File: src/rtl/vfa_pkg.sv
// Package: types, opcodes and the binary32 adder pieces for the vector add unit
`timescale 1ns / 1ps
`default_nettype none
package vfa_pkg;
  localparam int NumVregsDef = 32;
  localparam int NumLanes    = 4;
  localparam logic [31:0] QNan = 32'h7FC0_0000;

  typedef enum logic [3:0] {
    OpLoad = 4'd0, OpAbs = 4'd1, OpAdd = 4'd2, OpAddI = 4'd3, OpAddQ = 4'd4,
    OpAddBc = 4'd5, OpAdda = 4'd6, OpAddaI = 4'd7, OpAddaQ = 4'd8, OpAddaBc = 4'd9
  } op_e;

  typedef enum logic [1:0] {DstVreg = 2'd0, DstAcc = 2'd1, DstNone = 2'd2} dst_sel_e;

  // input word: one operation
  typedef struct packed {
    logic [3:0]  kind;
    logic [3:0]  dest_mask;
    logic [4:0]  src_reg;
    logic [4:0]  tgt_reg;
    logic [4:0]  dst_reg;
    logic [1:0]  bc_lane;
    logic [31:0] load_x;
    logic [31:0] load_y;
    logic [31:0] load_z;
    logic [31:0] load_w;
  } op_word_t;

  // result word: four lanes of the written destination
  typedef struct packed {
    logic [31:0] res_x;
    logic [31:0] res_y;
    logic [31:0] res_z;
    logic [31:0] res_w;
  } lane_word_t;

  // first adder stage output: aligned mantissas and special results
  typedef struct packed {
    logic        special;
    logic [31:0] special_val;
    logic        sign;
    logic        sub;
    logic [7:0]  exp;
    logic [26:0] ma;
    logic [26:0] mb;
  } align_t;

  // lane control for the write-back
  typedef struct packed {
    logic [3:0] kind;
    logic [3:0] mask;
    logic [4:0] wr_idx;
    dst_sel_e   dsel;
  } ctl_t;

  function automatic align_t f32_align(input logic [31:0] a_in, input logic [31:0] b_in);
    align_t      r;
    logic [31:0] a, b;
    logic [7:0]  ea, eb, d;
    logic [26:0] ma, mb, sh, lost;
    logic        nan_a, nan_b;
    r = '0;
    nan_a = (a_in[30:23] == 8'hFF) && (a_in[22:0] != 23'd0);
    nan_b = (b_in[30:23] == 8'hFF) && (b_in[22:0] != 23'd0);
    if (a_in[30:0] < b_in[30:0]) begin
      a = b_in; b = a_in;
    end else begin
      a = a_in; b = b_in;
    end
    ea = (a[30:23] == 8'd0) ? 8'd1 : a[30:23];
    eb = (b[30:23] == 8'd0) ? 8'd1 : b[30:23];
    ma = {(a[30:23] != 8'd0), a[22:0], 3'b000};
    mb = {(b[30:23] != 8'd0), b[22:0], 3'b000};
    d = ea - eb;
    if (d >= 8'd27) begin
      sh = 27'd1;
    end else begin
      sh   = mb >> d;
      lost = mb & ((27'd1 << d) - 27'd1);
      sh   = sh | {26'd0, (lost != 27'd0)};
    end
    r.sign = a[31];
    r.sub  = a[31] ^ b[31];
    r.exp  = ea;
    r.ma   = ma;
    r.mb   = sh;
    if (nan_a || nan_b) begin
      r.special = 1'b1; r.special_val = QNan;
    end else if (a_in[30:23] == 8'hFF) begin
      r.special = 1'b1;
      r.special_val = ((b_in[30:23] == 8'hFF) && (a_in[31] != b_in[31])) ? QNan : a_in;
    end else if (b_in[30:23] == 8'hFF) begin
      r.special = 1'b1; r.special_val = b_in;
    end else if (a_in[30:0] == 31'd0 && b_in[30:0] == 31'd0) begin
      r.special = 1'b1; r.special_val = {a_in[31] & b_in[31], 31'd0};
    end else if (a_in[30:0] == 31'd0) begin
      r.special = 1'b1; r.special_val = b_in;
    end else if (b_in[30:0] == 31'd0) begin
      r.special = 1'b1; r.special_val = a_in;
    end
    return r;
  endfunction

  function automatic logic [31:0] f32_finish(input align_t r);
    logic [27:0] m;
    logic [9:0]  e;
    logic [4:0]  lz;
    logic [4:0]  room;
    logic [4:0]  shl;
    logic [2:0]  grs;
    logic [24:0] mr;
    logic [7:0]  ef;
    if (r.special) return r.special_val;
    e = {2'b00, r.exp};
    if (!r.sub) begin
      m = {1'b0, r.ma} + {1'b0, r.mb};
      if (m[27]) begin
        m = {1'b0, m[27:1]} | {27'd0, m[0]};
        e = e + 10'd1;
      end
    end else begin
      m = {1'b0, r.ma} - {1'b0, r.mb};
      if (m == 28'd0) return 32'd0;
      lz = 5'd0;
      for (int i = 26; i >= 0; i--) begin
        if (m[i] == 1'b1 && lz == 5'd0) lz = 5'(26 - i) + 5'd0;
      end
      if (m[26]) lz = 5'd0;
      room = (r.exp > 8'd26) ? 5'd26 : 5'(r.exp - 8'd1);
      shl  = (lz < room) ? lz : room;
      m = m << shl;
      e = e - {5'd0, shl};
    end
    grs = m[2:0];
    mr  = {1'b0, m[26:3]};
    if (grs > 3'd4 || (grs == 3'd4 && mr[0])) mr = mr + 25'd1;
    if (mr[24]) begin
      mr = mr >> 1;
      e  = e + 10'd1;
    end
    if (e >= 10'd255) return {r.sign, 31'h7F80_0000};
    ef = mr[23] ? e[7:0] : 8'd0;
    return {r.sign, ef, mr[22:0]};
  endfunction
endpackage
`default_nettype wire

File: src/rtl/vfa_merge.sv
// Merge stage: masked lane write into register file or accumulator
`timescale 1ns / 1ps
`default_nettype none
module vfa_merge (
  input  wire logic                 clk_i,
  input  wire logic                 rst_ni,
  input  wire logic                 we_i,
  input  wire vfa_pkg::ctl_t        ctl_i,
  input  wire logic [127:0]         lanes_i,
  input  wire logic [127:0]         old_i,
  output logic [127:0]              merged_o,
  output logic [127:0]              acc_o
);
  logic [127:0] acc_q;

  always_comb begin
    for (int k = 0; k < vfa_pkg::NumLanes; k++) begin
      merged_o[32*k +: 32] = (ctl_i.mask[k] && ctl_i.dsel != vfa_pkg::DstNone) ?
                             lanes_i[32*k +: 32] : old_i[32*k +: 32];
    end
  end

  always_ff @(posedge clk_i or negedge rst_ni) begin
    if (!rst_ni) begin
      acc_q <= '0;
    end else if (we_i && ctl_i.dsel == vfa_pkg::DstAcc) begin
      acc_q <= merged_o;
    end
  end

  assign acc_o = acc_q;
endmodule
`default_nettype wire

File: config.mk
export PLATFORM = sky130hd
export DESIGN_NAME = vfa_merge
export DESIGN_NICKNAME = d
export VERILOG_FILES = /design/src/rtl/vfa_pkg.sv /design/src/rtl/vfa_merge.sv
export SDC_FILE = /design/constraint.sdc
export NUM_CORES = 1
export LEC_CHECK = 0
export BUFFER_PORTS_ARGS = -buffer_cell sky130_fd_sc_hd__buf_2
export CAP_MARGIN = 20
export CELL_PAD_IN_SITES_DETAIL_PLACEMENT = 1
export CELL_PAD_IN_SITES_GLOBAL_PLACEMENT = 2
export CORE_AREA = 2 2 207 209
export DETAILED_ROUTE_END_ITERATION = 10
export DIE_AREA = 0 0 209 211
export PLACE_DENSITY_LB_ADDON = 0.1
export SYNTH_ARGS = -nofsm -noshare
export SYNTH_HDL_FRONTEND = slang
export SYNTH_SLANG_ARGS = --single-unit
File: constraint.sdc
create_clock -name clk_i -period 2.6 [get_ports clk_i]
set_clock_uncertainty 0.15 [all_clocks]
set_input_delay 0.26 -clock clk_i [delete_from_list [all_inputs] [get_ports clk_i]]
set_output_delay 0.26 -clock clk_i [all_outputs]
set_load 0.01 [all_outputs]
; ---- Word-level counts from Yosys, hierarchy flattened
; Cells that the tools add are included.
[totals]
regBits = 128
input_bits = 274
out_inout_bits = 256
elab_cells = 12
[op_classes]
eq_ne = 2
mux = 4
reduce_logical = 5
[ops]
columns = operator, count
row1 = $mux 32, 4
row2 = $logic_and 1x1->1, 5
row3 = $eq 2x1->1 const B, 1
row4 = $ne 2x2->1 const B, 1

; ---- Logic depth before layout (Yosys ltp)
; Gate-level depths: netlist (run 1).
[depth]
ltp_word = 3
depth_mapped = 7
ltp_nobuf = 3

; ---- Worst setup path after synthesis (run 1)
; Ideal clock, no wire load.
[synth_path]
path_type = input -> output
from = input port ctl_i[0] in the netlist's numbering
to = output port merged_o[53]
t_arrival_ns = 1.071
slack_ns = 1.119
path_stages = 4
path_buffers = 1
cell_sequence = nand2b_4 nand2_4 buf_6 mux2_2
[synth_between]
elab_chain_len = 3
[synth_rtl]
columns = item, line
row1 = from (decl), vfa_merge.sv:8  ; input wire vfa_pkg::ctl_t ctl_i,
row2 = $ne 2x2->1, vfa_merge.sv:18  ; merged_o[32*k +: 32] = (ctl_i.mask[k] && ctl_i.dsel != vfa_pkg::DstNone) ?
row3 = $logic_and 1x1->1, vfa_merge.sv:18
row4 = $mux 32, vfa_merge.sv:18
row5 = to (decl), vfa_merge.sv:11  ; output logic [127:0] merged_o,
; No other way between the ends.

; ---- Final worst setup path (run 1)
[layout_path]
from = input port ctl_i[0] in the netlist's numbering
to = output port merged_o[120]
; Same word-level chain as after synthesis.

==> results of run 1 <==
-- how the worst max path moves through the flow --
| stage | startpoint | depth (start not counted) | end |
|---|---|---|---|
| 4_1_cts | ctl_i[0] | 5 | merged_o[120] |
| 5_1_grt | ctl_i[0] | 5 | merged_o[123] |
| 2_1_floorplan | ctl_i[0] | 4 | merged_o[53] |
| 6_report | ctl_i[0] | 5 | merged_o[120] |
| 3_3_place_gp | ctl_i[0] | 5 | merged_o[54] |
| 3_5_place_dp | ctl_i[0] | 5 | merged_o[120] |
-- power by group --
group,leakage [nW],switching (mW),internal (mW)
Sequential,1.60,0.174,2.33
Clock,0.285,0.953,1.55
Combinational,4.67,1.20,1.06
-- cell families (layout without fill, tap and decap cells) --
group | count (synthesis) | after routing | share of synthesized area
AND/OR/NAND/NOR | 134 | 134 | 0.0794
other | 0 | 3 | 0
buffers and inverters | 56 | 700 | 0.0518
flip-flops | 128 | 128 | 0.417
multiplexers | 256 | 256 | 0.358
AO/OA/AOI/OAI | 128 | 128 | 0.0932
-- worst max-delay path, stage by stage --
cell	delay [ns]
buf_2	0.12
nand2b_4	0.24
nand2_4	0.42
mux2_1	0.41
buf_2	0.15
-- layer usage --
layer | share of wire | wire length (um) | vias up
li1 | - | - | 3748
met1 | 0.41 | 13700 | 3626
met2 | 0.50 | 16700 | 288
met3 | 0.073 | 2410 | 24
met4 | 0.0099 | 330 | 8
met5 | 0.0014 | 46 | -
-- final cells by class --
| cell class | instances | area share |
|---|---|---|
| tap | 539 | 0.0531 |
| antenna | 3 | 0.000591 |
| sequential | 128 | 0.252 |
| clock inverter | 10 | 0.0107 |
| multi-input combinational | 518 | 0.321 |
| timing repair buffer | 669 | 0.326 |
| clock buffer | 21 | 0.0363 |
-- placed cells by master (no fill, tap or decap), drive strengths merged --
cell type      n
o21ai        128
dlygate4sd3  137
diode          3
mux2         128
clkbuf        21
nand3b         1
dfrtp        128
clkinvlp       3
mux2i        128
nand2b         1
nand2        132
clkinv         4
bufinv         3
buf          532
-- stage by stage --
step | util | hold WS [ns]
after global placement | 0.257 | 0.0789
after floorplan | - | -0.186
final | 0.304 | 0.0177
after global routing | 0.304 | 0.0183
after detailed placement | 0.257 | 0.0834
after CTS | 0.304 | 0.000673
==> qor.csv, run 1 <==
stage,metric,value,unit
critical_path,critPathLaunchType,primary input,
layout,fill_cells,4896,
critical_path,critical_path_class,in2out,
floorplanning,rows,75,
placement,postPlaceCellArea,0.0107,mm2
synthesis,ys_types,18,
detailed_routing,dr.pass1.iters,4,
synthesis,synth_flop_cell,dfrtp_1,
cts,cts_tree,done,
cts,cts_hold_buf,137,
timing,drv_slew,0,
synthesis,synth_enable_flop_cells,0,
critical_path,r2r.worst_path.cells,2,
cts,cts.reportedPaths.clkPinSlew,0.06,ns
layout,multi_input_area,0.00408,mm2
synthesis,synth_area_leader_cell,dfrtp_1,
global_routing,use_met2,0.257,
synthesis,avgSynthCellArea,10.9,um2
floorplanning,die_y,211,um
worst_hold_path,hold_end,acc_o[75],
global_routing,top_usage_layer,met2,
floorplanning,die_w,209,um
worst_hold_path,min_path_cells,3,
layout,largest_reg_flops,128,
cts,cts_resized,0,
timing,worst_slack,0.559,ns
critical_path,critPathRequiredTime,2.19,ns
placement,dp_cells,1717,
timing,max_freq,490,MHz
layout,area_growth,65.3,%
critical_path,cp-end-kind,primary output,
synthesis,synth_area_leaders,"dfrtp_1 42%, mux2i_1 17%, mux2_2 16%",
timing,tightest_slew,0.613,ns
synthesis,yosysWarnings,0,
layout,regArea,0.00320,mm2
synthesis,synth_top_area_share,0.417,
detailed_routing,ant_nets,0,
layout,drive_gt1_frac,0.539,
floorplanning,core,0.0418,mm2
synthesis,netlist_instances,702,
layout,nets,1608,
detailed_routing,drc,0,
layout,finalNonFillerCells,1888,
global_routing,grt_pass1_vias,7925,
global_routing,use_met3,0.0476,
cts,root_buffer,clkbuf_16,
timing,period_needed,2.04,ns
timing,maxSlewHeadroom,0.592,
cts,clk_path_buf_depth,2,
detailed_routing,vias_per_cell,4.08,
power_and_ir_drop,peakVddDrop,0.362,mV
worst_hold_path,min_path_type,in2reg,
placement,pre_cts_ws,0.502,ns
placement,portBuffers,520,
floorplanning,fp.dieArea,0.0441,mm2
power_and_ir_drop,power_density,573,mW/mm2
critical_path,reg2reg_slack,1.77,ns
run_status,status,completed,
worst_hold_path,min-delay-start,old_i[75],
timing,grt_setup_unrepaired,false,
global_routing,grt_pass1_wl,48900,um
detailed_routing,wl_per_cell,17.6,um
synthesis,synth_seq_cells,128,
timing,tns,0,ns
layout,design_area,0.0127,mm2
global_routing,track_usage,0.147,
synthesis,ys_async_sr_fraction,1.00,
critical_path,r2r_start,acc_o[58],
run,cap_viol_max_count,0,
cts,post-cts-setup-buffers,0,
cts,cts.sinks,128,
placement,gp_congestion,0.722,
timing,hold_viol_final,0,
critical_path,critical_path.max_fanout,32,
synthesis,synthTopCellsByCount,"128 x dfrtp_1, 128 x mux2i_1, 110 x mux2_2",
detailed_routing,vias,7694,
timing,finalCritPeriodShare,0.785,
floorplanning,ios,530,
placement,hpwl,26100,um
global_routing,grt_overflow_total,0,
detailed_routing,routed_wl,33200,um
cts,clk_latency,0.42,ns
critical_path,crit_arrival,1.63,ns
synthesis,netlist_area,0.00768,mm2
cts,cts_buffers,17,
global_routing,use_met1,0.176,
power_and_ir_drop,total_power,7.27,mW
cts,ctsHtreeMaxLevel,4,
synthesis,yosysSeqAreaShare,0.417,
synthesis,postSynthNetCount,976,
detailed_routing,drt_iter0_drc,207,
global_routing,antenna_found_initial,7,
timing,setup_violations,0,
power_and_ir_drop,p_leak,6.56,nW
global_routing,grt_max_degree,75,
floorplanning,initial_core_util,0.184,
critical_path,r2r_end,acc_o[58],
Power figures use the tool's default switching activity.
==> run 2: changes to the inputs <==
- CORE_AREA: 2 2 207 209 -> 2 2 203 205
- DIE_AREA: 0 0 209 211 -> 0 0 205 207
- clock period: 2.6 -> 1.95 ns (I/O delays scaled with it)
==> run 2 against run 1 <==
Against the previous run:
- power increased by 34%
- flip-flop and latch count unchanged
- sequential share of layout area decreased by 2.4 points
- first-iteration DRC count increased by 3.4%
- critical path depth increased by 1
- critical path type unchanged
- critical endpoint is now merged_o[105]
- largest power group unchanged
- highest routed layer unchanged
==> qor.csv, run 2 (synthesis gave the netlist of run 1 again) <==
stage,metric,value,unit,change
placement,portBuffers,520,,unchanged
layout,multi_input_area,0.00408,mm2,unchanged
critical_path,cpMostUsedCell,buf_2,,unchanged
timing,drv_slew,0,,unchanged
global_routing,grt_max_degree,89,,was 75
timing,max_freq,564,MHz,
global_routing,grt_overflow_total,0,,unchanged
placement,gp_congestion,0.737,,was 0.722
global_routing,grt_pass1_wl,51200,um,was 48900 um
layout,area_growth,83.0,%,was 65.3%
cts,cts_tree,done,,unchanged
cts,cts_hold_buf,253,,was 137
placement,hpwl,26100,um,about the same
timing,hold_viol_final,0,,unchanged
run_status,status,completed,,unchanged
timing,tns,0,ns,unchanged
timing,setup_violations,0,,unchanged
global_routing,track_usage,0.157,,was 0.147
timing,maxSlewHeadroom,0.714,,was 0.592
floorplanning,initial_core_util,0.190,,was 0.184
power_and_ir_drop,total_power,9.76,mW,was 7.27 mW
timing,grt_setup_unrepaired,false,,unchanged
run,cap_viol_max_count,0,,unchanged
layout,drive_gt1_frac,0.501,,was 0.539
layout,utilization,0.348,,was 0.304
power_and_ir_drop,power_density,694,mW/mm2,was 573 mW/mm2
power_and_ir_drop,p_leak,7.15,nW,was 6.56 nW
detailed_routing,dr.pass1.iters,3,,was 4
critical_path,cp_slowest_cell,mux2_2,,was nand2_4
layout,layout_common_cells,"519 x buf_2, 253 x dlygate4sd3_1, 128 x mux2i_1, 128 x dfrtp_1, 110 x mux2_2",,"was 519 x buf_2, 137 x dlygate4sd3_1, 128 x mux2i_1, 128 x dfrtp_1, 110 x mux2_2"
cts,root_buffer,clkbuf_16,,unchanged
detailed_routing,wl_per_cell,16.7,um,was 17.6 um
timing,tightest_slew,0.429,ns,was 0.613 ns
detailed_routing,drt_iter0_drc,214,,was 207
floorplanning,die_y,207,um,was 211 um
floorplanning,core,0.0404,mm2,was 0.0418 mm2
floorplanning,die_w,205,um,was 209 um
cts,clk_latency,0.43,ns,was 0.42 ns
layout,nets,1741,,was 1608
worst_hold_path,min_path_type,in2reg,,unchanged
cts,ctsHtreeMaxLevel,4,,unchanged
critical_path,critical_path_class,in2out,,unchanged
layout,largest_reg_flops,128,,unchanged
floorplanning,fp.dieArea,0.0424,mm2,was 0.0441 mm2
timing,finalCritPeriodShare,0.910,,
cts,clk_path_buf_depth,2,,unchanged
floorplanning,ios,530,,unchanged
critical_path,cp-end-kind,primary output,,unchanged
critical_path,crit_arrival,1.43,ns,was 1.63 ns
cts,cts_buffers,17,,unchanged
layout,regArea,0.00320,mm2,unchanged
cts,cts.sinks,128,,unchanged
power_and_ir_drop,peakVddDrop,0.510,mV,was 0.362 mV
detailed_routing,ant_nets,0,,unchanged
detailed_routing,routed_wl,33600,um,was 33200 um
global_routing,grt_pass1_vias,8900,,was 7925
critical_path,critPathLaunchType,primary input,,unchanged
critical_path,critPathBufInv,3,,was 2
critical_path,critPathRequiredTime,1.60,ns,was 2.19 ns
detailed_routing,drc,0,,unchanged
critical_path,critPathMaxStageDelay,0.34,ns,was 0.42 ns
layout,fill_cells,4744,,was 4896
layout,layout_commonest_cell,buf_2,,unchanged
detailed_routing,vias_per_cell,4.07,,was 4.08
timing,period_needed,1.77,ns,
cts,cts.reportedPaths.clkPinSlew,0.06,ns,about the same
global_routing,antenna_found_initial,4,,was 7
cts,cts_resized,0,,unchanged
detailed_routing,vias,8202,,was 7694
critical_path,crit_chain,"buf_2, nand2b_4, nand2_4, buf_12, mux2_2, buf_2",,"was buf_2, nand2b_4, nand2_4, mux2_1, buf_2"
cts,post-cts-setup-buffers,0,,unchanged
critical_path,critical_path.max_fanout,16,,was 32
critical_path,cp_top_family,buffers and inverters,,was simple AND/OR/NAND/NOR gates
floorplanning,rows,74,,was 75
## run 2: cell count changes in the layout (fill, tap and decap cells not counted), sizes merged
cell,change
buf,+17
bufinv,-1
clkinv,+1
clkinvlp,+1
diode,-2
dlygate4sd3,+116
## run 2: routing by layer
layer,up-vias,wire (um),part of all wire,track usage
met3,39,2780,0.083,0.0533
met5,-,38,0.0011,0
met1,3835,13100,0.39,0.173
met2,300,16900,0.50,0.281
met4,6,697,0.021,0.0531
li1,4022,-,-,-
## run 2: worst paths after layout
check	from	end	slack, ns	cells past startpoint
hold reg to reg	acc_o[47]	acc_o[47]	0.32	2
setup reg to reg	acc_o[64]	acc_o[64]	1.12	2
setup / recovery	ctl_i[0]	merged_o[105]	0.18	6
min in group asynchronous	rst_ni	acc_o[103]	0.10	2
hold / removal	old_i[61]	acc_o[61]	0.02	3
max in group asynchronous	rst_ni	acc_o[2]	0.97	3
## run 2: where the power goes
group / internal [mW] / switching (mW)
Combinational: 1.66 / 1.63
Sequential: 3.11 / 0.236
Clock: 1.90 / 1.21
## run 2: metrics by stage
stage          instance area [um2]  hold WS [ns]  setup slack [ns]  instances
2_1_floorplan                 7680        -0.251             0.599        702
3_3_place_gp                 10900      0.000614             0.149       1727
3_5_place_dp                 10900       0.00716             0.145       1727
4_1_cts                      14000        0.0168             0.143       2012
5_1_grt                      14000        0.0589             0.120       2012
6_report                     14000        0.0231             0.176       2013
## run 2: final cells by class
| class | count | area share |
|---|---|---|
| antenna | 1 | 0.000178 |
| clock buffer | 21 | 0.0321 |
| clock inverter | 11 | 0.00819 |
| multi-input combinational | 518 | 0.290 |
| sequential | 128 | 0.228 |
| tap | 532 | 0.0474 |
| timing repair buffer | 802 | 0.394 |
## run 2: tightest hold or removal path, stage by stage
cell and delay, ns:
buf_2 0.10, mux2i_1 0.11, o21ai_0 0.16
