[config.mk]
export PLATFORM = sky130hd
export DESIGN_NAME = vfa_lane
export DESIGN_NICKNAME = d
export VERILOG_FILES = /design/src/rtl/vfa_pkg.sv /design/src/rtl/vfa_lane.sv
export SDC_FILE = /design/constraint.sdc
export NUM_CORES = 1
export LEC_CHECK = 0
export CAP_MARGIN = 40
export CORE_MARGIN = 10
export CORE_UTILIZATION = 45
export DETAILED_ROUTE_END_ITERATION = 12
export DONT_BUFFER_PORTS = 1
export GPL_TIMING_DRIVEN = 0
export PLACE_DENSITY_LB_ADDON = 0.15
export SYNTH_ARGS = -nofsm -noshare
export SYNTH_HDL_FRONTEND = slang
export SYNTH_SLANG_ARGS = --single-unit
[constraint.sdc]
create_clock -name clk_i -period 22.4 [get_ports clk_i]
set_input_delay 5.6 -clock clk_i [delete_from_list [all_inputs] [get_ports clk_i]]
set_output_delay 5.6 -clock clk_i [all_outputs]
set_load 0.05 [all_outputs]
[src/rtl/vfa_pkg.sv]
// Package: types, opcodes and the binary32 adder pieces for the vector add unit
`timescale 1ns / 1ps
`default_nettype none
package vfa_pkg;
  localparam int NumVregsDef = 32;
  localparam int NumLanes    = 4;
  localparam logic [31:0] QNan = 32'h7FC0_0000;

  typedef enum logic [3:0] {
    OpLoad = 4'd0, OpAbs = 4'd1, OpAdd = 4'd2, OpAddI = 4'd3, OpAddQ = 4'd4,
    OpAddBc = 4'd5, OpAdda = 4'd6, OpAddaI = 4'd7, OpAddaQ = 4'd8, OpAddaBc = 4'd9
  } op_e;

  typedef enum logic [1:0] {DstVreg = 2'd0, DstAcc = 2'd1, DstNone = 2'd2} dst_sel_e;

  // input word: one operation
  typedef struct packed {
    logic [3:0]  kind;
    logic [3:0]  dest_mask;
    logic [4:0]  src_reg;
    logic [4:0]  tgt_reg;
    logic [4:0]  dst_reg;
    logic [1:0]  bc_lane;
    logic [31:0] load_x;
    logic [31:0] load_y;
    logic [31:0] load_z;
    logic [31:0] load_w;
  } op_word_t;

  // result word: four lanes of the written destination
  typedef struct packed {
    logic [31:0] res_x;
    logic [31:0] res_y;
    logic [31:0] res_z;
    logic [31:0] res_w;
  } lane_word_t;

  // first adder stage output: aligned mantissas and special results
  typedef struct packed {
    logic        special;
    logic [31:0] special_val;
    logic        sign;
    logic        sub;
    logic [7:0]  exp;
    logic [26:0] ma;
    logic [26:0] mb;
  } align_t;

  // lane control for the write-back
  typedef struct packed {
    logic [3:0] kind;
    logic [3:0] mask;
    logic [4:0] wr_idx;
    dst_sel_e   dsel;
  } ctl_t;

  function automatic align_t f32_align(input logic [31:0] a_in, input logic [31:0] b_in);
    align_t      r;
    logic [31:0] a, b;
    logic [7:0]  ea, eb, d;
    logic [26:0] ma, mb, sh, lost;
    logic        nan_a, nan_b;
    r = '0;
    nan_a = (a_in[30:23] == 8'hFF) && (a_in[22:0] != 23'd0);
    nan_b = (b_in[30:23] == 8'hFF) && (b_in[22:0] != 23'd0);
    if (a_in[30:0] < b_in[30:0]) begin
      a = b_in; b = a_in;
    end else begin
      a = a_in; b = b_in;
    end
    ea = (a[30:23] == 8'd0) ? 8'd1 : a[30:23];
    eb = (b[30:23] == 8'd0) ? 8'd1 : b[30:23];
    ma = {(a[30:23] != 8'd0), a[22:0], 3'b000};
    mb = {(b[30:23] != 8'd0), b[22:0], 3'b000};
    d = ea - eb;
    if (d >= 8'd27) begin
      sh = 27'd1;
    end else begin
      sh   = mb >> d;
      lost = mb & ((27'd1 << d) - 27'd1);
      sh   = sh | {26'd0, (lost != 27'd0)};
    end
    r.sign = a[31];
    r.sub  = a[31] ^ b[31];
    r.exp  = ea;
    r.ma   = ma;
    r.mb   = sh;
    if (nan_a || nan_b) begin
      r.special = 1'b1; r.special_val = QNan;
    end else if (a_in[30:23] == 8'hFF) begin
      r.special = 1'b1;
      r.special_val = ((b_in[30:23] == 8'hFF) && (a_in[31] != b_in[31])) ? QNan : a_in;
    end else if (b_in[30:23] == 8'hFF) begin
      r.special = 1'b1; r.special_val = b_in;
    end else if (a_in[30:0] == 31'd0 && b_in[30:0] == 31'd0) begin
      r.special = 1'b1; r.special_val = {a_in[31] & b_in[31], 31'd0};
    end else if (a_in[30:0] == 31'd0) begin
      r.special = 1'b1; r.special_val = b_in;
    end else if (b_in[30:0] == 31'd0) begin
      r.special = 1'b1; r.special_val = a_in;
    end
    return r;
  endfunction

  function automatic logic [31:0] f32_finish(input align_t r);
    logic [27:0] m;
    logic [9:0]  e;
    logic [4:0]  lz;
    logic [4:0]  room;
    logic [4:0]  shl;
    logic [2:0]  grs;
    logic [24:0] mr;
    logic [7:0]  ef;
    if (r.special) return r.special_val;
    e = {2'b00, r.exp};
    if (!r.sub) begin
      m = {1'b0, r.ma} + {1'b0, r.mb};
      if (m[27]) begin
        m = {1'b0, m[27:1]} | {27'd0, m[0]};
        e = e + 10'd1;
      end
    end else begin
      m = {1'b0, r.ma} - {1'b0, r.mb};
      if (m == 28'd0) return 32'd0;
      lz = 5'd0;
      for (int i = 26; i >= 0; i--) begin
        if (m[i] == 1'b1 && lz == 5'd0) lz = 5'(26 - i) + 5'd0;
      end
      if (m[26]) lz = 5'd0;
      room = (r.exp > 8'd26) ? 5'd26 : 5'(r.exp - 8'd1);
      shl  = (lz < room) ? lz : room;
      m = m << shl;
      e = e - {5'd0, shl};
    end
    grs = m[2:0];
    mr  = {1'b0, m[26:3]};
    if (grs > 3'd4 || (grs == 3'd4 && mr[0])) mr = mr + 25'd1;
    if (mr[24]) begin
      mr = mr >> 1;
      e  = e + 10'd1;
    end
    if (e >= 10'd255) return {r.sign, 31'h7F80_0000};
    ef = mr[23] ? e[7:0] : 8'd0;
    return {r.sign, ef, mr[22:0]};
  endfunction
endpackage
`default_nettype wire

[src/rtl/vfa_lane.sv]
// One lane: two-stage binary32 adder with abs and load bypass
`timescale 1ns / 1ps
`default_nettype none
module vfa_lane (
  input  wire logic        clk_i,
  input  wire logic        en_i,
  input  wire logic [3:0]  kind_i,
  input  wire logic [31:0] a_i,
  input  wire logic [31:0] b_i,
  input  wire logic [31:0] load_i,
  output logic [31:0]      res_o
);
  vfa_pkg::align_t al_q;
  logic [31:0]     byp_q;
  logic            use_byp_q;

  always_ff @(posedge clk_i) begin
    if (en_i) begin
      al_q      <= vfa_pkg::f32_align(a_i, b_i);
      use_byp_q <= (kind_i == vfa_pkg::OpLoad) || (kind_i == vfa_pkg::OpAbs);
      byp_q     <= (kind_i == vfa_pkg::OpLoad) ? load_i : {1'b0, a_i[30:0]};
    end
  end

  assign res_o = use_byp_q ? byp_q : vfa_pkg::f32_finish(al_q);
endmodule
`default_nettype wire

# Yosys cells after proc, flatten, opt, wreduce, memory -nomap -nowiden
# Index checks and enable logic that the tools add are counted.
[totals]
register_bits = 127
out_inout_bits = 32
input_bits = 102
elab_cells = 269
[classes]
eq_ne = 5
order_cmp = 6
n_addsub = 9
bitwise = 5
muxes = 159
reduce_logical = 72
shift = 3
[op_table]
columns = ["operator", "count"]
rows = [
  ["$mux W5", 110],
  ["$mux W32", 17],
  ["$logic_not A5 Y1", 26],
  ["$mux W27", 4],
  ["$mux W25", 3],
  ["$mux W24", 3],
  ["$logic_not A31 Y1", 2],
  ["$mux W10", 6],
  ["$or A27 B1 Y27", 2],
  ["$reduce_bool A23 Y1", 2],
  ["$mux W33", 1],
  ["$logic_and A1 B1 Y1", 31],
  ["$lt A31 B31 Y1", 1],
  ["$mux W31", 1],
  ["$add A27 B27 Y28", 1],
  ["$logic_not A28 Y1", 1],
  ["$shl A28 B5 Y27", 1],
  ["$sub A27 B27 Y28", 1],
  ["$and A27 B27 Y27", 1],
  ["$reduce_bool A27 Y1", 1],
  ["$shl A1 B8 Y27 const A", 1],
  ["$shr A27 B8 Y27", 1],
  ["$sub A27 B1 Y27 const B", 1],
  ["$add A24 B1 Y25 const B", 1],
  ["other kinds (24)", 40],
]

# Logic depth before layout (Yosys ltp)
# Gate-level depths: netlist (run 1).
[depth]
ltp_word = 188
mapped_depth = 45
mapped_depth_nobuf = 42

# Worst setup path after synthesis (run 1)
# Ideal clock, no wire load.
[synth_path]
kind = "register to output"
start = "register al_q[0] (netlist name)"
end = "output port res_o[10]"
n_path_buf = 5
path_slack_ns = 7.178
arrival_time_ns = 9.622
stages_incl_launch_ff = 42
path_cell_list = "edfxtp_1 -> buf_2 -> inv_1 -> ha_1 -> and3b_1 -> o221ai_2 -> a211o_1 -> a2111o_1 -> o311a_2 -> or4_1 -> buf_2 -> o21a_1 -> o32a_1 -> and2_1 -> a311oi_1 -> o221ai_1 -> nand3_1 -> inv_1 -> (+6 left out) -> o21ai_4 -> inv_1 -> buf_2 -> buf_1 -> ha_1 -> fa_1 -> or3_1 -> a2111oi_0 -> a41o_1 -> nor2_1 -> xor2_1 -> nor4bb_1 -> nand4_1 -> mux2i_1 -> a21oi_4 -> nand2_2 -> buf_4 -> o21ai_1"
[synth_via]
elab_chain_cells = 180
[synth_rtl]
columns = ["item", "line_no", "text"]
rows = [
  ["start, declared", "vfa_lane.sv:13", "vfa_pkg::align_t al_q;"],
  ["start signal, assigned", "vfa_lane.sv:19", "al_q <= vfa_pkg::f32_align(a_i, b_i);"],
  ["branches (longest 177 deep; another with $sub A27 B27 Y28)", "n/a", ""],
  ["$mux W32 (*)", "vfa_pkg.sv:135", "grs = m[2:0];"],
  ["$mux W32 (*)", "vfa_pkg.sv:115", "e = {2'b00, r.exp};"],
  ["$mux W32 (*)", "vfa_lane.sv:25", "assign res_o = use_byp_q ? byp_q : vfa_pkg::f32_finish(al_q);"],
  ["end, declared", "vfa_lane.sv:11", "output logic [31:0] res_o"],
]
# Mark *: on every way between the ends. The select of a mux whose other input is x is not followed.

# Worst setup path after layout (run 1)
[layout_path]
start = "register al_q[36] (netlist name)"
end = "output port res_o[3]"
# Same word-level chain as after synthesis.

==> flow_summary_export.csv, run 1 <==
group,metric,value,unit
setup_path,critPathMaxStageDelay,0.71,ns
pwr,power_density,107,mW/mm^2
cells_and_area,area_growth,8.39,%
cells_and_area,diodes,0,
synth,syn-num-nets,2395,
cells_and_area,nFillCells,3787,
floorplanning,chipWidth,216,um
setup_path,arrival,12.66,ns
setup_path,cp-end-kind,"output pin",
floorplanning,coreArea,0.0378,sq mm
routing,drt_iter0_drc,2597,
cells_and_area,seqCellArea,0.00381,sq mm
global_routing,grt_pass1_vias,17688,
sta,setup_viol,0,
floorplanning,fp.dieArea,0.0466,sq mm
min_path,hold_class,"in2reg",
place,dp.final_hpwl,64500,um
synth,ys_types,110,
run_status,outcome,"finished, final reports clean",
clock_tree,post_cts_resized,0,
setup_path,critPathLaunch,"al_q[36]",
clock_tree,holdBufCountCts,0,
clock_tree,cts_setup_buffers,0,
setup_path,crit_fanout,11,
floorplanning,start_util,0.457,
sta,fin_crit,18.26,ns
synth,synth_seq_cells,127,
synth,yosys_warnings,0,
setup_path,critPathKind,"reg2out",
min_path,worstHoldStart,"en_i",
place,gp_congestion,1.02,
synth,netlist_instances,2190,
global_routing,grt_pass1_wl,115000,um
routing,detail-route-antenna-nets,0,
global_routing,antenna_found_initial,1,
sta,rsz0062_at_grt,"false",
global_routing,grt_util_all_layers,0.322,
pwr,p_leak,7.11,nW
place,port_buffers,0,
routing,viasPerCell,6.89,
floorplanning,die_h,216,um
sta,fin_hold_ws,5.30,ns
synth,async_flop_share,0,
synth,synth_area_leaders,"edfxtp_1 (22%), ha_1 (7.3%), nand2_1 (4.3%), a21oi_1 (4.3%), nor2_1 (4.2%)",
clock_tree,clkTransAtPathRegs,0.06,ns
setup_path,cp_data_required_time,16.80,ns
routing,wl_per_cell,28.6,um
synth,synth.largest_area_cell,"edfxtp_1",
setup_path,crit_slowest_cell,"xnor2_1",
clock_tree,root_buffer,"clkbuf_16",
sta,finalHoldViolCount,0,
sta,slew_violations,0,
routing,post-route-drc-count,0,
cells_and_area,final_nets,2448,
global_routing,grt_max_degree,128,
pwr,finalPower,0.00200,W
clock_tree,cts_tree,"done",
synth,ys_seq_area_frac,0.221,
synth,synth.avg_cell_area,7.88,sq um
setup_path,start_kind,"flop",
sta,finalSetupTns,0,ns
synth,synth-edff-count,127,
cells_and_area,multiInputGateArea,0.0125,sq mm
routing,dr_total_vias,19069,
clock_tree,cts_sinks,127,
clock_tree,cts_buffers,17,
setup_path,path_common_cell,"a21oi_1",
synth,synthFlopType,"edfxtp_1",
job,cap_violations,0,
sta,max_freq,0.0548,GHz
synth,yosysTopAreaCellShare,0.221,
synth,yosysMostFrequentCell,"nand2_1",
routing,routed_wl,79200,um
clock_tree,cts.htree.levels,4,
synth,ys_top_cells_by_count,"nand2_1 (199), nor2_1 (191), a21oi_1 (147)",
floorplanning,row_count,71,
pwr,irDropWorstVdd,54.4,uV
sta,fin_crit_sh,0.815,
global_routing,grt.overflow.total,0,
clock_tree,clock_path_buffers,2,
routing,first_pass_iters,6,
synth,syn_area,0.0173,sq mm
sta,max-slew-margin-rel,0.395,
sta,worstMarginPinSlew,0.904,ns
cells_and_area,drive_above_1_share,0.0962,
floorplanning,io_pins,134,
==> cell usage in the layout (no fill, tap or decap), drive strengths merged, types with 18 or more instances in the layout <==
cell	count
a221oi	27
a22oi	68
xor2	30
nor3	74
mux2	40
ha	100
nand2b	19
inv	111
nor2b	18
nand2	201
mux2i	65
clkbuf	96
and2	28
o211ai	42
o21ai	172
o22ai	20
nand3	62
nand4	34
a211oi	43
a21o	41
edfxtp	127
a31oi	31
xnor2	56
nor2	194
a21oi	155
buf	82
nor4	33
==> metal layers <==
layer | share of wire | track usage | vias up | routed length [um]
li1 | - | - | 8517 | -
met1 | 0.40 | 0.411 | 9100 | 32000
met2 | 0.45 | 0.510 | 1234 | 35600
met3 | 0.091 | 0.0606 | 216 | 7240
met4 | 0.055 | 0.161 | 2 | 4380
met5 | 0.00016 | 0 | - | 13
==> flip-flops by register name, summed over array words and instances, names as in the netlist <==
name / flops
al_q: 94
byp_q: 32
use_byp_q: 1
==> critical path, delay by kind of cell (launching register included) <==
| family | cells | cell delay, ns |
|---|---|---|
| compound gates | 16 | 4.57 |
| simple gates | 12 | 3.36 |
| buf+inv | 8 | 2.12 |
| fa+ha+maj | 3 | 0.83 |
| xor+xnor | 1 | 0.71 |
| flops | 1 | 0.42 |
| mux | 1 | 0.21 |
==> worst paths after layout <==
kind | end | slack, ns | depth (start not counted)
worst min-delay path | byp_q[29] | 5.30 | 0
worst max-delay path | res_o[3] | 4.14 | 41
==> cell type report <==
type                            instances  share of cell area
Inverter                              111              0.0223
Tap cell                              511              0.0342
Clock buffer                           19              0.0232
Clock inverter                         12             0.00515
Sequential cell                       127               0.204
Timing Repair Buffer                   34              0.0146
Multi-Input combinational cell       1826               0.666
Buffer                                126              0.0308
==> per-stage QoR <==
stage | setup slack, ns | std cells | instance area (sq um) | util
after floorplan | 7.18 | 2190 | 17300 | -
final | 4.14 | 2766 | 18700 | 0.495
after global placement | 4.76 | 2701 | 17900 | 0.474
after detailed placement | 5.02 | 2735 | 18200 | 0.481
after CTS | 4.49 | 2766 | 18700 | 0.495
after global routing | 3.50 | 2766 | 18700 | 0.495
==> power breakdown <==
| part | leakage (nW) | switching (W) | total (W) | internal, W |
|---|---|---|---|---|
| Sequential | 1.22 | 0.0000169 | 0.000303 | 0.000286 |
| Combinational | 5.62 | 0.00101 | 0.00145 | 0.000438 |
| Clock | 0.262 | 0.0000976 | 0.000248 | 0.000150 |
| Total | 7.11 | 0.00112 | 0.00200 | 0.000875 |
==> kinds of logic after synthesis <==
| kind of cell | synth area share |
|---|---|
| multiplexers | 0.0703 |
| AND/OR/NAND/NOR | 0.214 |
| XOR/XNOR | 0.0437 |
| buffers and inverters | 0.0575 |
| adder cells (fa/ha/maj) | 0.0760 |
| AO/OA/AOI/OAI | 0.318 |
| flip-flops | 0.221 |
Power figures use the tool's default switching activity.
==> inputs of run 2 (changes only) <==
Clock period 22.4 ns to 15.8 ns, I/O delays scaled along.
==> run 2 against run 1 <==
Net effect: die area unchanged; clock power up 42%; utilization up 0.69 points; sequential share of layout area down 0.28 points; cell count up 0.11%; clock-buffer cell count unchanged; setup slack worse by 3.7 ns; cell area up 1.4%; wire length up 0.43%; critical path depth down 3; power up 44%.
==> flow_summary_export.csv, run 2 (same netlist as run 1, synthesis figures left out) <==
group,metric,value,unit
routing,wl_per_cell,28.7,um
routing,routed_wl,79500,um
global_routing,grt_pass1_vias,17687,
global_routing,grt_util_all_layers,0.322,
sta,slew_violations,0,
setup_path,crit_slowest_cell,"o211ai_1",
global_routing,antenna_found_initial,1,
min_path,hold_path_depth,0,
min_path,min_to,"byp_q[29]",
pwr,internal_power,0.00126,W
routing,drt_iter0_drc,2703,
cells_and_area,seqCellArea,0.00381,sq mm
pwr,pwr-share-clk,0.122,
pwr,switching_share,0.563,
setup_path,critPathMaxStageDelay,0.58,ns
run_status,outcome,"finished, final reports clean",
floorplanning,fp.dieArea,0.0466,sq mm
setup_path,start_kind,"flop",
clock_tree,cts_buffers,17,
sta,worstMarginPinSlew,0.880,ns
sta,timing.final.ws_setup,0.456,ns
setup_path,cp-end-kind,"output pin",
pwr,combinationalPowerShare,0.728,
pwr,p_sw,0.00162,W
routing,dr_total_vias,19165,
sta,setup_viol,0,
routing,viasPerCell,6.92,
floorplanning,die_h,216,um
cells_and_area,final_common_cell,"nand2_1",
place,port_buffers,0,
pwr,power_density,152,mW/mm^2
floorplanning,chipWidth,216,um
floorplanning,coreArea,0.0378,sq mm
floorplanning,row_count,71,
routing,detail-route-antenna-nets,0,
global_routing,grt_pass1_wl,116000,um
setup_path,critPathKind,"reg2out",
floorplanning,io_pins,134,
cells_and_area,diodes,0,
min_path,hold_class,"in2reg",
min_path,worstHoldStart,"en_i",
routing,post-route-drc-count,0,
clock_tree,clkTransAtPathRegs,0.06,ns
floorplanning,start_util,0.457,
clock_tree,root_buffer,"clkbuf_16",
cells_and_area,nFillCells,3779,
place,dp_slack,0.0654,ns
job,cap_violations,0,
place,dp.final_hpwl,64500,um
cells_and_area,multiInputGateArea,0.0127,sq mm
setup_path,critPathLaunch,"al_q[36]",
setup_path,cp_data_required_time,11.85,ns
setup_path,crit_family,"compound AO/OA/AOI/OAI gates",
global_routing,grt.overflow.total,0,
cells_and_area,area_growth,9.90,%
cells_and_area,drive_above_1_share,0.113,
place,gp_congestion,1.02,
cells_and_area,final_nets,2451,
sta,max-slew-margin-rel,0.409,
pwr,seqPwrFrac,0.150,
sta,fin_crit_sh,0.971,
setup_path,crit_fanout,10,
clock_tree,cts_sinks,127,
pwr,irDropWorstVdd,77.3,uV
clock_tree,cts_tree,"done",
cells_and_area,largest_reg_flops,94,
setup_path,critPathBufInv,7,
cells_and_area,regMostFlops,"al_q",
sta,finalHoldViolCount,0,
sta,max_freq,0.0652,GHz
setup_path,path_common_cell,"buf_2",
setup_path,arrival,11.39,ns
cells_and_area,largestRegisters,"al_q (94), byp_q (32), use_byp_q (1)",
cells_and_area,fin_util,0.502,
sta,fin_crit,15.34,ns
clock_tree,clock_path_buffers,2,
clock_tree,cts.htree.levels,4,
routing,first_pass_iters,8,
cells_and_area,final_cell_mix,"nand2_1 (199), nor2_1 (190), a21oi_1 (144)",
pwr,p_leak,7.18,nW
global_routing,grt_max_degree,128,
-- run 2: timing repair --
action                                  in CTS  in global routing
pin swaps                                    0                  2
cloned                                       0                  0
buffers inserted                             0                  5
hold buffers                                 0                  0
gates resized for setup                     15                 35
endpoints found under the setup margin      24                 31
-- run 2: power groups by stage --
stage                     combinational, W  sequential [W]  clock (W)
after floorplan                    0.00134        0.000423          0
after global routing               0.00219        0.000432   0.000367
after detailed placement           0.00196        0.000436          0
after global placement             0.00194        0.000435          0
after CTS                          0.00199        0.000429   0.000354
final                              0.00209        0.000430   0.000351
-- run 2: metal layers --
layer  wire (um)  vias up  GRT usage
met1       31400     9140      0.413
li1            -     8499          -
met2       35700     1313      0.511
met4        4570        2      0.163
met3        7850      211     0.0585
met5           9        -          0
-- run 2: per-stage QoR --
| stage | total power (W) | cells | instance area, sq um | hold slack (ns) | TNS [ns] |
|---|---|---|---|---|---|
| after floorplan | 0.00176 | 2190 | 17300 | 4.06 | 0 |
| after global placement | 0.00238 | 2701 | 17900 | 4.07 | -1.69 |
| after detailed placement | 0.00240 | 2735 | 18200 | 4.07 | 0 |
| after CTS | 0.00277 | 2765 | 18800 | 3.64 | 0 |
| after global routing | 0.00299 | 2769 | 19000 | 3.63 | -0.0976 |
| final | 0.00287 | 2769 | 19000 | 3.65 | 0 |
-- run 2: final cells by class --
cell class                 count  share of cell area
buffer                       124              0.0304
multi-input combinational   1826               0.669
timing repair buffer          39              0.0164
sequential                   127               0.201
clock inverter                12             0.00508
tap                          511              0.0337
clock buffer                  19              0.0228
inverter                     111              0.0220
-- run 2: worst max path at each step --
stage                     end  cells after the start
finish               res_o[0]                     38
global route        res_o[23]                     41
CTS                 res_o[10]                     40
detailed placement   res_o[3]                     41
global placement     res_o[4]                     41
floorplan           res_o[10]                     41
